--- config.mk ---
export PLATFORM = sky130hd
export DESIGN_NAME = scalar_kalman_filter_top
export DESIGN_NICKNAME = d
export VERILOG_FILES = /design/src/design/skf_pkg.sv /design/src/design/skf_div.sv /design/src/design/skf_mac.sv /design/src/design/scalar_kalman_filter_top.sv
export SDC_FILE = /design/constraint.sdc
export NUM_CORES = 2
export LEC_CHECK = 0
export ABC_AREA = 1
export BUFFER_PORTS_ARGS = -buffer_cell sky130_fd_sc_hd__buf_4
export CAP_MARGIN = 20
export CELL_PAD_IN_SITES_DETAIL_PLACEMENT = 0
export CELL_PAD_IN_SITES_GLOBAL_PLACEMENT = 2
export CORE_AREA = 4 4 403 405
export CTS_CLUSTER_DIAMETER = 200
export DETAILED_ROUTE_END_ITERATION = 8
export DIE_AREA = 0 0 407 409
export MAX_ROUTING_LAYER = met4
export PLACE_DENSITY_LB_ADDON = 0.25
export SLEW_MARGIN = 30
export SYNTH_ARGS = -nofsm -noshare
export SYNTH_HDL_FRONTEND = slang
export SYNTH_SLANG_ARGS = --single-unit
export TNS_END_PERCENT = 100
--- constraint.sdc ---
create_clock -name clk_i -period 12.8 [get_ports clk_i]
set_input_delay 0.64 -clock clk_i [delete_from_list [all_inputs] [get_ports clk_i]]
set_output_delay 0.64 -clock clk_i [all_outputs]
set_load 0.1 [all_outputs]
--- src/design/skf_pkg.sv ---
package skf_pkg;

  localparam int SAMPLE_BITS   = 16;
  localparam int COV_FRAC_BITS = 24;

  localparam int GAIN_W  = COV_FRAC_BITS + 1;
  localparam int TGT_W   = SAMPLE_BITS + 16;
  localparam int DIFF_W  = ((TGT_W > 32) ? TGT_W : 32) + 1;
  localparam int EXT_W   = DIFF_W + 1;

  localparam int PIECE_W     = 16;
  localparam int MAG_PIECES  = (DIFF_W + PIECE_W - 1) / PIECE_W;
  localparam int MAG_W       = MAG_PIECES * PIECE_W;
  localparam int PRED_PIECES = 32 / PIECE_W;
  localparam int ACC_W       = GAIN_W + MAG_W;
  localparam int PCNT_W      = $clog2(MAG_PIECES);
  localparam int DIV_CNT_W   = $clog2(GAIN_W + 1);
  localparam int REM_W       = 34;

  localparam logic [GAIN_W-1:0] ONE_F = GAIN_W'(64'd1 << COV_FRAC_BITS);

  localparam logic [31:0] Q_RESET   = 32'((64'd1 << COV_FRAC_BITS) / 64'd1000);
  localparam logic [31:0] R_RESET   = 32'(((64'd1 << COV_FRAC_BITS) * 64'd543) / 64'd1000);
  localparam logic [31:0] COV_RESET = 32'(((64'd1 << COV_FRAC_BITS) * 64'd2) / 64'd100);

  localparam int CFG_IDX_W = 1;
  localparam logic [CFG_IDX_W-1:0] REG_PROC_NOISE = 1'b0;
  localparam logic [CFG_IDX_W-1:0] REG_MEAS_NOISE = 1'b1;

  typedef struct packed {
    logic busy;
    logic done;
  } div_status_t;

  typedef struct packed {
    logic en;
    logic first;
  } mac_ctrl_t;

endpackage

--- src/design/skf_div.sv ---
module skf_div (
  input  logic                       clk_i,
  input  logic                       rst_ni,
  input  logic                       start_i,
  input  logic [31:0]                num_i,
  input  logic [32:0]                den_i,
  output logic [skf_pkg::GAIN_W-1:0] quot_o,
  output skf_pkg::div_status_t       status_o
);
  import skf_pkg::*;

  logic                 busy_q, busy_d;
  logic                 done_q, done_d;
  logic [DIV_CNT_W-1:0] cnt_q, cnt_d;
  logic [REM_W-1:0]     rem_q, rem_d;
  logic [32:0]          den_q, den_d;
  logic [GAIN_W-1:0]    quo_q, quo_d;
  logic                 zero_q, zero_d;
  logic                 ge;
  logic [REM_W-1:0]     rem_sub;

  // restoring division, one quotient bit per cycle, msb first
  assign ge      = rem_q >= {1'b0, den_q};
  assign rem_sub = ge ? (rem_q - {1'b0, den_q}) : rem_q;

  always_comb begin
    busy_d = busy_q;
    done_d = 1'b0;
    cnt_d  = cnt_q;
    rem_d  = rem_q;
    den_d  = den_q;
    quo_d  = quo_q;
    zero_d = zero_q;
    if (start_i) begin
      busy_d = 1'b1;
      cnt_d  = DIV_CNT_W'(GAIN_W);
      rem_d  = {2'b00, num_i};
      den_d  = den_i;
      quo_d  = '0;
      zero_d = (den_i == 33'd0);
    end else if (busy_q) begin
      rem_d = {rem_sub[REM_W-2:0], 1'b0};
      quo_d = {quo_q[GAIN_W-2:0], ge};
      cnt_d = cnt_q - DIV_CNT_W'(1);
      if (cnt_q == DIV_CNT_W'(1)) begin
        busy_d = 1'b0;
        done_d = 1'b1;
      end
    end
  end

  always_ff @(posedge clk_i or negedge rst_ni) begin
    if (!rst_ni) begin
      busy_q <= 1'b0;
      done_q <= 1'b0;
      cnt_q  <= '0;
    end else begin
      busy_q <= busy_d;
      done_q <= done_d;
      cnt_q  <= cnt_d;
    end
  end

  always_ff @(posedge clk_i) begin
    rem_q  <= rem_d;
    den_q  <= den_d;
    quo_q  <= quo_d;
    zero_q <= zero_d;
  end

  // zero denominator means unit gain
  assign quot_o        = zero_q ? ONE_F : quo_q;
  assign status_o.busy = busy_q;
  assign status_o.done = done_q;

endmodule

--- src/design/skf_mac.sv ---
module skf_mac (
  input  logic                        clk_i,
  input  skf_pkg::mac_ctrl_t          ctrl_i,
  input  logic [skf_pkg::GAIN_W-1:0]  a_i,
  input  logic [skf_pkg::PIECE_W-1:0] b_i,
  output logic [skf_pkg::ACC_W-1:0]   acc_o
);
  import skf_pkg::*;

  logic [GAIN_W+PIECE_W-1:0] prod;
  logic [ACC_W-1:0]          acc_q, acc_d;

  // pieces arrive most significant first
  assign prod = a_i * b_i;

  always_comb begin
    acc_d = acc_q;
    if (ctrl_i.en) begin
      acc_d = (ctrl_i.first ? '0 : (acc_q << PIECE_W)) + ACC_W'(prod);
    end
  end

  always_ff @(posedge clk_i) begin
    acc_q <= acc_d;
  end

  assign acc_o = acc_q;

endmodule

--- src/design/scalar_kalman_filter_top.sv ---
// channel  direction  beat payload          handshake
// in       input      sample_i              in_valid_i / in_stall_o
// out      output     filtered_o, gain_o    out_valid_o / out_stall_i
// cfg      input      cfg_idx_i, cfg_data_i cfg_we_i (no wait)
//
// in_stall_o stays high while a beat is processed; covariance is Q8.24
// the gain divider makes one quotient bit per cycle, F+1 bits
// then 3 + 2 passes through the shared 25x16 multiplier for update and covariance
// a result waits in the output register; a new beat is taken while it waits
// async active-low reset loads default noise values, zero estimate, 0.02 covariance
module scalar_kalman_filter_top (
  input  logic                          clk_i,
  input  logic                          rst_ni,
  input  logic                          in_valid_i,
  output logic                          in_stall_o,
  input  logic [skf_pkg::SAMPLE_BITS-1:0] sample_i,
  output logic                          out_valid_o,
  input  logic                          out_stall_i,
  output logic [31:0]                   filtered_o,
  output logic [skf_pkg::GAIN_W-1:0]    gain_o,
  input  logic                          cfg_we_i,
  input  logic [skf_pkg::CFG_IDX_W-1:0] cfg_idx_i,
  input  logic [31:0]                   cfg_data_i
);
  import skf_pkg::*;

  typedef enum logic [6:0] {
    S_IDLE = 7'b0000001,
    S_PREP = 7'b0000010,
    S_DIV  = 7'b0000100,
    S_MSTP = 7'b0001000,
    S_STEP = 7'b0010000,
    S_MCOV = 7'b0100000,
    S_FIN  = 7'b1000000
  } state_e;

  state_e state_q, state_d;

  logic [31:0]             q_q, r_q;
  logic [31:0]             est_q, cov_q;
  logic [SAMPLE_BITS-1:0]  sample_q;
  logic [31:0]             pred_q;
  logic                    neg_q;
  logic [DIFF_W-1:0]       mag_q;
  logic [GAIN_W-1:0]       gain_q;
  logic [MAG_W-1:0]        sr_q;
  logic [PCNT_W-1:0]       pcnt_q;
  logic [31:0]             est_new_q;
  logic                    out_valid_q;
  logic [31:0]             filtered_q;
  logic [GAIN_W-1:0]       gain_out_q;

  logic [32:0]             pred_sum;
  logic [31:0]             pred_sat;
  logic [32:0]             denom;
  logic [TGT_W-1:0]        tgt;
  logic signed [DIFF_W-1:0] diff;
  logic [DIFF_W-1:0]       mag;
  logic [ACC_W-1:0]        acc;
  logic [ACC_W-1:0]        acc_rnd;
  logic [DIFF_W-1:0]       step;
  logic signed [EXT_W-1:0] est_ext, step_ext, est_next;
  logic [31:0]             est_sat;
  logic                    out_free;
  logic                    div_start;
  logic [GAIN_W-1:0]       div_quot;
  div_status_t             div_st;
  mac_ctrl_t               mac_ctrl;
  logic [GAIN_W-1:0]       mac_a;

  assign pred_sum = {1'b0, cov_q} + {1'b0, q_q};
  assign pred_sat = pred_sum[32] ? 32'hFFFF_FFFF : pred_sum[31:0];
  assign denom    = {1'b0, pred_q} + {1'b0, r_q};

  assign tgt  = {sample_q, 16'h0000};
  assign diff = $signed({{(DIFF_W-TGT_W){tgt[TGT_W-1]}}, tgt})
              - $signed({{(DIFF_W-32){est_q[31]}}, est_q});
  assign mag  = diff[DIFF_W-1] ? DIFF_W'(-diff) : DIFF_W'(diff);

  // negative error rounds the magnitude up so the estimate rounds down
  assign acc_rnd  = acc + (neg_q ? ACC_W'((64'd1 << COV_FRAC_BITS) - 64'd1) : '0);
  assign step     = acc_rnd[COV_FRAC_BITS +: DIFF_W];
  assign est_ext  = $signed({{(EXT_W-32){est_q[31]}}, est_q});
  assign step_ext = $signed({1'b0, step});
  assign est_next = neg_q ? (est_ext - step_ext) : (est_ext + step_ext);

  always_comb begin
    if (est_next > $signed({{(EXT_W-32){1'b0}}, 32'h7FFF_FFFF})) begin
      est_sat = 32'h7FFF_FFFF;
    end else if (est_next < $signed({{(EXT_W-32){1'b1}}, 32'h8000_0000})) begin
      est_sat = 32'h8000_0000;
    end else begin
      est_sat = est_next[31:0];
    end
  end

  assign out_free = !out_valid_q || !out_stall_i;

  always_comb begin
    state_d        = state_q;
    div_start      = 1'b0;
    mac_ctrl.en    = 1'b0;
    mac_ctrl.first = 1'b0;
    mac_a          = gain_q;
    unique case (state_q)
      S_IDLE: begin
        if (in_valid_i) state_d = S_PREP;
      end
      S_PREP: begin
        div_start = 1'b1;
        state_d   = S_DIV;
      end
      S_DIV: begin
        if (div_st.done) state_d = S_MSTP;
      end
      S_MSTP: begin
        mac_ctrl.en    = 1'b1;
        mac_ctrl.first = (pcnt_q == PCNT_W'(MAG_PIECES - 1));
        if (pcnt_q == '0) state_d = S_STEP;
      end
      S_STEP: begin
        state_d = S_MCOV;
      end
      S_MCOV: begin
        mac_a          = ONE_F - gain_q;
        mac_ctrl.en    = 1'b1;
        mac_ctrl.first = (pcnt_q == PCNT_W'(PRED_PIECES - 1));
        if (pcnt_q == '0) state_d = S_FIN;
      end
      S_FIN: begin
        if (out_free) state_d = S_IDLE;
      end
      default: state_d = S_IDLE;
    endcase
  end

  skf_div u_div (
    .clk_i    (clk_i),
    .rst_ni   (rst_ni),
    .start_i  (div_start),
    .num_i    (pred_q),
    .den_i    (denom),
    .quot_o   (div_quot),
    .status_o (div_st)
  );

  skf_mac u_mac (
    .clk_i  (clk_i),
    .ctrl_i (mac_ctrl),
    .a_i    (mac_a),
    .b_i    (sr_q[MAG_W-1 -: PIECE_W]),
    .acc_o  (acc)
  );

  always_ff @(posedge clk_i or negedge rst_ni) begin
    if (!rst_ni) begin
      state_q     <= S_IDLE;
      q_q         <= Q_RESET;
      r_q         <= R_RESET;
      est_q       <= '0;
      cov_q       <= COV_RESET;
      out_valid_q <= 1'b0;
    end else begin
      state_q <= state_d;
      if (cfg_we_i) begin
        unique case (cfg_idx_i)
          REG_PROC_NOISE: q_q <= cfg_data_i;
          REG_MEAS_NOISE: r_q <= cfg_data_i;
          default: ;
        endcase
      end
      if (state_q == S_FIN && out_free) begin
        out_valid_q <= 1'b1;
        est_q       <= est_new_q;
        cov_q       <= acc[COV_FRAC_BITS +: 32];
      end else if (out_valid_q && !out_stall_i) begin
        out_valid_q <= 1'b0;
      end
    end
  end

  always_ff @(posedge clk_i) begin
    if (state_q == S_IDLE && in_valid_i) begin
      sample_q <= sample_i;
      pred_q   <= pred_sat;
    end
    if (state_q == S_PREP) begin
      neg_q <= diff[DIFF_W-1];
      mag_q <= mag;
    end
    if (state_q == S_DIV && div_st.done) begin
      gain_q <= div_quot;
      sr_q   <= {{(MAG_W-DIFF_W){1'b0}}, mag_q};
      pcnt_q <= PCNT_W'(MAG_PIECES - 1);
    end
    if (state_q == S_MSTP || state_q == S_MCOV) begin
      sr_q   <= sr_q << PIECE_W;
      pcnt_q <= pcnt_q - PCNT_W'(1);
    end
    if (state_q == S_STEP) begin
      est_new_q <= est_sat;
      sr_q      <= {pred_q, {(MAG_W-32){1'b0}}};
      pcnt_q    <= PCNT_W'(PRED_PIECES - 1);
    end
    if (state_q == S_FIN && out_free) begin
      filtered_q <= est_new_q;
      gain_out_q <= gain_q;
    end
  end

  assign in_stall_o  = (state_q != S_IDLE);
  assign out_valid_o = out_valid_q;
  assign filtered_o  = filtered_q;
  assign gain_o      = gain_out_q;

`ifndef SYNTHESIS
  a_div_done_in_div: assert property (@(posedge clk_i) disable iff (!rst_ni)
    (div_st.busy || div_st.done) |-> state_q == S_DIV)
    else $error("divider active outside the divide phase");

  a_out_from_fin: assert property (@(posedge clk_i) disable iff (!rst_ni)
    $rose(out_valid_q) |-> $past(state_q == S_FIN))
    else $error("result beat raised without finishing an item");

  a_gain_bound: assert property (@(posedge clk_i) disable iff (!rst_ni)
    out_valid_q |-> gain_out_q <= ONE_F)
    else $error("gain above unity");

  a_fin_delivers: assert property (@(posedge clk_i) disable iff (!rst_ni)
    (state_q == S_FIN && out_free) |=> (out_valid_q && state_q == S_IDLE))
    else $error("finished item not handed to output");

  a_est_update: assert property (@(posedge clk_i) disable iff (!rst_ni)
    (state_q != S_FIN) |=> $stable(est_q))
    else $error("estimate changed outside the finish step");
`endif

endmodule

==> metrics.csv <==
stage;metric;value;unit
sta;Final Skew;0.0508;ns
yosys;Synth Area in Compound Gates;0.0935;
sta;RSZ-0062 raised after global routing;no;
clocking;clk root buf;clkbuf_16;
yosys;Mapped Area;47300;um^2
cells_and_area;Final Util;0.334;
floorplan;std cell rows;146;
yosys;Yosys Warn Count;0;
global_route;largest net degree at the start of global routing;94;
sta;post-route setup TNS;0;ns
yosys;average cell area after synthesis;7.89;um^2
power;clock power share;0.126;
cells_and_area;Layout Nets;6791;
run_status;status;complete, no violations;
place;Final GP Congestion;0.906;
sta;slew margin rel.;0.422;
clocking;post-cts sizing count;0;
yosys;EDFF count, synth;351;
place;Post-DP Area;50600;um^2
global_route;vias in the first global route;38800;
yosys;main combinational cell family by area after synthesis;adder cells;
run;Max Cap Viol;0;
yosys;Synth Flop Type;edfxtp_1;
setup_path;crit start category;register;
clocking;CTS sink cnt;539;
floorplan;core area;158000;um^2
place;Post-DP HPWL;136000;um
power;total power;15.4;mW
cells_and_area;synthesis-to-layout area growth;11.8;%
global_route;Total GRT Usage;0.204;
clocking;H-tree lvl count;3;
yosys;Synth area leaders;edfxtp_1 (22%), fa_1 (15%), nand2_1 (12%);
yosys;Adder-Cell Fraction of Synth Area;0.228;
floorplan;Initial Util;0.299;
clocking;Clock Path Buffers;3;
routing;routed len/inst;20.1;um
setup_path;crit path DAT;9.33;ns
setup_path;crit path capture type;register;
power;Leak;25.1;nW
yosys;Yosys top cell area share;0.223;
floorplan;Top Ports;113;
routing;routed vias;38800;
floorplan;chip width;407;um
sta;Slew Limit Fails;0;
routing;Remaining DRCs;0;
clocking;CTS tree;yes;
setup_path;Crit path required time;13.21;ns
yosys;Distinct cells, synth;63;
power;Sw Share;0.516;
power;Peak VDD IR;281;uV
cells_and_area;final instance area;52900;um^2
place;IO Port Bufs;112;
power;Comb pwr share;0.675;
clocking;post-CTS setup buffers;0;
power;PwrDens;292;nW/um^2
yosys;simple-gate area share of the yosys netlist;0.218;
yosys;largest area contributor in the netlist;edfxtp_1;
hold_path;worst min path class;in2reg;
floorplan;die area;166000;um^2
sta;FMAX;112;MHz
yosys;Post-Synth XOR/XNOR Area;0.0418;
setup_path;Worst path slowest cell;fa_1;
setup_path;crit-path max cell delay;0.59;ns
power;Switch Pwr;7.97;mW
sta;actual slew at the worst max-slew pin;0.867;ns
routing;initial drt markers;2797;
floorplan;Die Height;409;um
yosys;Post-Syn Instances;5992;
yosys;Net Count, Synth;6700;
clocking;worst skew pair latency;0.69;ns
yosys;post-synthesis mux area share;0;
cells_and_area;commonest non-fill, non-tap cell in the layout;nand2_1;
sta;minimum clock period;8.92;ns
setup_path;CP Max Fanout;19;
cells_and_area;antenna fix cells;0;
power;Flop pwr share;0.199;
cells_and_area;share of layout cells above drive strength 1;0.0614;
global_route;first-pass GRT wire length;249000;um
global_route;Congestion Overflow GR;0;
power;Pint;7.48;mW
sta;Setup violations, final;0;
setup_path;Setup CP Type;reg2reg;
global_route;initial antenna violation count;1;
sta;Fin Hold WS;0.141;ns
yosys;Yosys reg bits;539;
clocking;Post-CTS Hold Buffers;1;
routing;Post-DRT Antenna Nets;0;
sta;Final Hold Fails;0;
yosys;register area share after synthesis;0.318;
clocking;CTS Buf Count;67;
setup_path;R2R Setup Slk;3.88;ns
routing;drt first pass iters;6;
routing;vias per cell;4.72;
yosys;share of synthesized registers carrying an async set or reset;0.265;
routing;routed wire length;165000;um
clocking;Clk pin slew, worst setup/hold paths;0.06;ns
sta;period utilization;0.697;
setup_path;CP most frequent cell;nand2_1;
cells_and_area;most frequent cells in the layout;nand2_1 (1509), inv_1 (1090), nor2_1 (591);
sequential cells by signal, indices dropped and copies added (netlist names), 32 cells and up:
signal / cells
pred_q: 32
u_div.den_q: 33
cov_q: 32
u_mac.acc_o: 57
r_q: 32
est_new_q: 32
filtered_o: 32
mag_q: 33
sr_q: 48
u_div.rem_q: 34
est_q: 32
q_q: 32
cell type report:
cell class	count	area, um^2
Clock buffer	84	1820
Clock inverter	40	422
Fill cell	16900	106000
Inverter	1106	4150
Multi-Input combinational cell	4208	27600
Sequential cell	539	15000
Tap cell	2072	2590
Timing Repair Buffer	161	1250
kinds of logic (layout without fill, tap and decap cells):
family / count (synthesis) / after routing
flip-flops: 539 / 539
adder cells (fa/ha/maj): 654 / 654
buffers and inverters: 1245 / 1391
AO/OA/AOI/OAI: 808 / 808
XOR/XNOR: 225 / 225
AND/OR/NAND/NOR: 2521 / 2521
worst max-delay path, delay by kind of cell (launching register included):
kind,cells,cell delay (ns)
AO/OA/AOI/OAI,4,1.07
XOR/XNOR,1,0.17
adder cells (fa/ha/maj),8,3.62
buffers and inverters,7,0.83
flip-flops,1,0.35
AND/OR/NAND/NOR,19,2.58
Yosys cell counts (3+ instances only):
master    count
a21boi_0      9
a21o_1       15
a21oi_1     264
a221oi_1      9
a22o_1        3
a31oi_1      25
and2_1        7
and3_1        5
buf_1         5
buf_2        10
buf_6         6
clkbuf_1    117
clkinv_1      3
dfrtp_1     120
dfstp_2      23
dfxtp_1      45
edfxtp_1    351
fa_1        349
ha_1        305
inv_1      1093
inv_2        10
nand2_1    1513
nand2_2      12
nand2_4       3
nand3_1     193
nand3b_1     10
nand4_1      72
nor2_1      595
nor2_2       11
nor2_4        3
nor3_1       48
nor3_2       10
nor4_1       10
o211ai_1     27
o21a_1       15
o21ai_0     369
o21ai_1      14
o21bai_1     15
o221ai_1      5
o22ai_1      26
or2_2        18
xnor2_1      78
xor2_1      146
metal layers:
| layer | GRT usage | wire [um] | up-vias |
|---|---|---|---|
| li1 | - | - | 19200 |
| met2 | 0.318 | 75300 | 804 |
| met1 | 0.288 | 79700 | 18700 |
| met4 | 0.0383 | 3110 | 0 |
| met3 | 0.0208 | 6740 | 158 |
| met5 | - | 0 | - |
power groups by stage:
| stage | registers (mW) | logic, mW | clock network [mW] |
|---|---|---|---|
| final | 3.08 | 10.4 | 1.94 |
| after floorplan | 2.96 | 7.43 | 0 |
| after global routing | 3.12 | 11.9 | 2.07 |
| after global placement | 3.11 | 10.5 | 0 |
| after detailed placement | 3.11 | 10.3 | 0 |
| after CTS | 3.08 | 10.5 | 2.01 |
per-stage QoR:
stage,setup slack [ns],instances
detailed placement,3.95,8084
finish,3.88,8210
CTS,3.88,8209
global placement,3.77,8084
floorplan,4.73,5992
global route,2.99,8210
final timing paths:
path,start,end,depth (start not counted)
worst max-delay path,gain_q[0],u_mac.acc_o[56],39
worst min-delay path,sample_i[1],sample_q[1],1
worst max register to register,gain_q[0],u_mac.acc_o[56],39
worst min register to register,est_new_q[25],filtered_o[25],0
max in group asynchronous,rst_ni,u_div.done_q,4
min in group asynchronous,rst_ni,est_q[25],2
(Power assumes the default switching activity.)
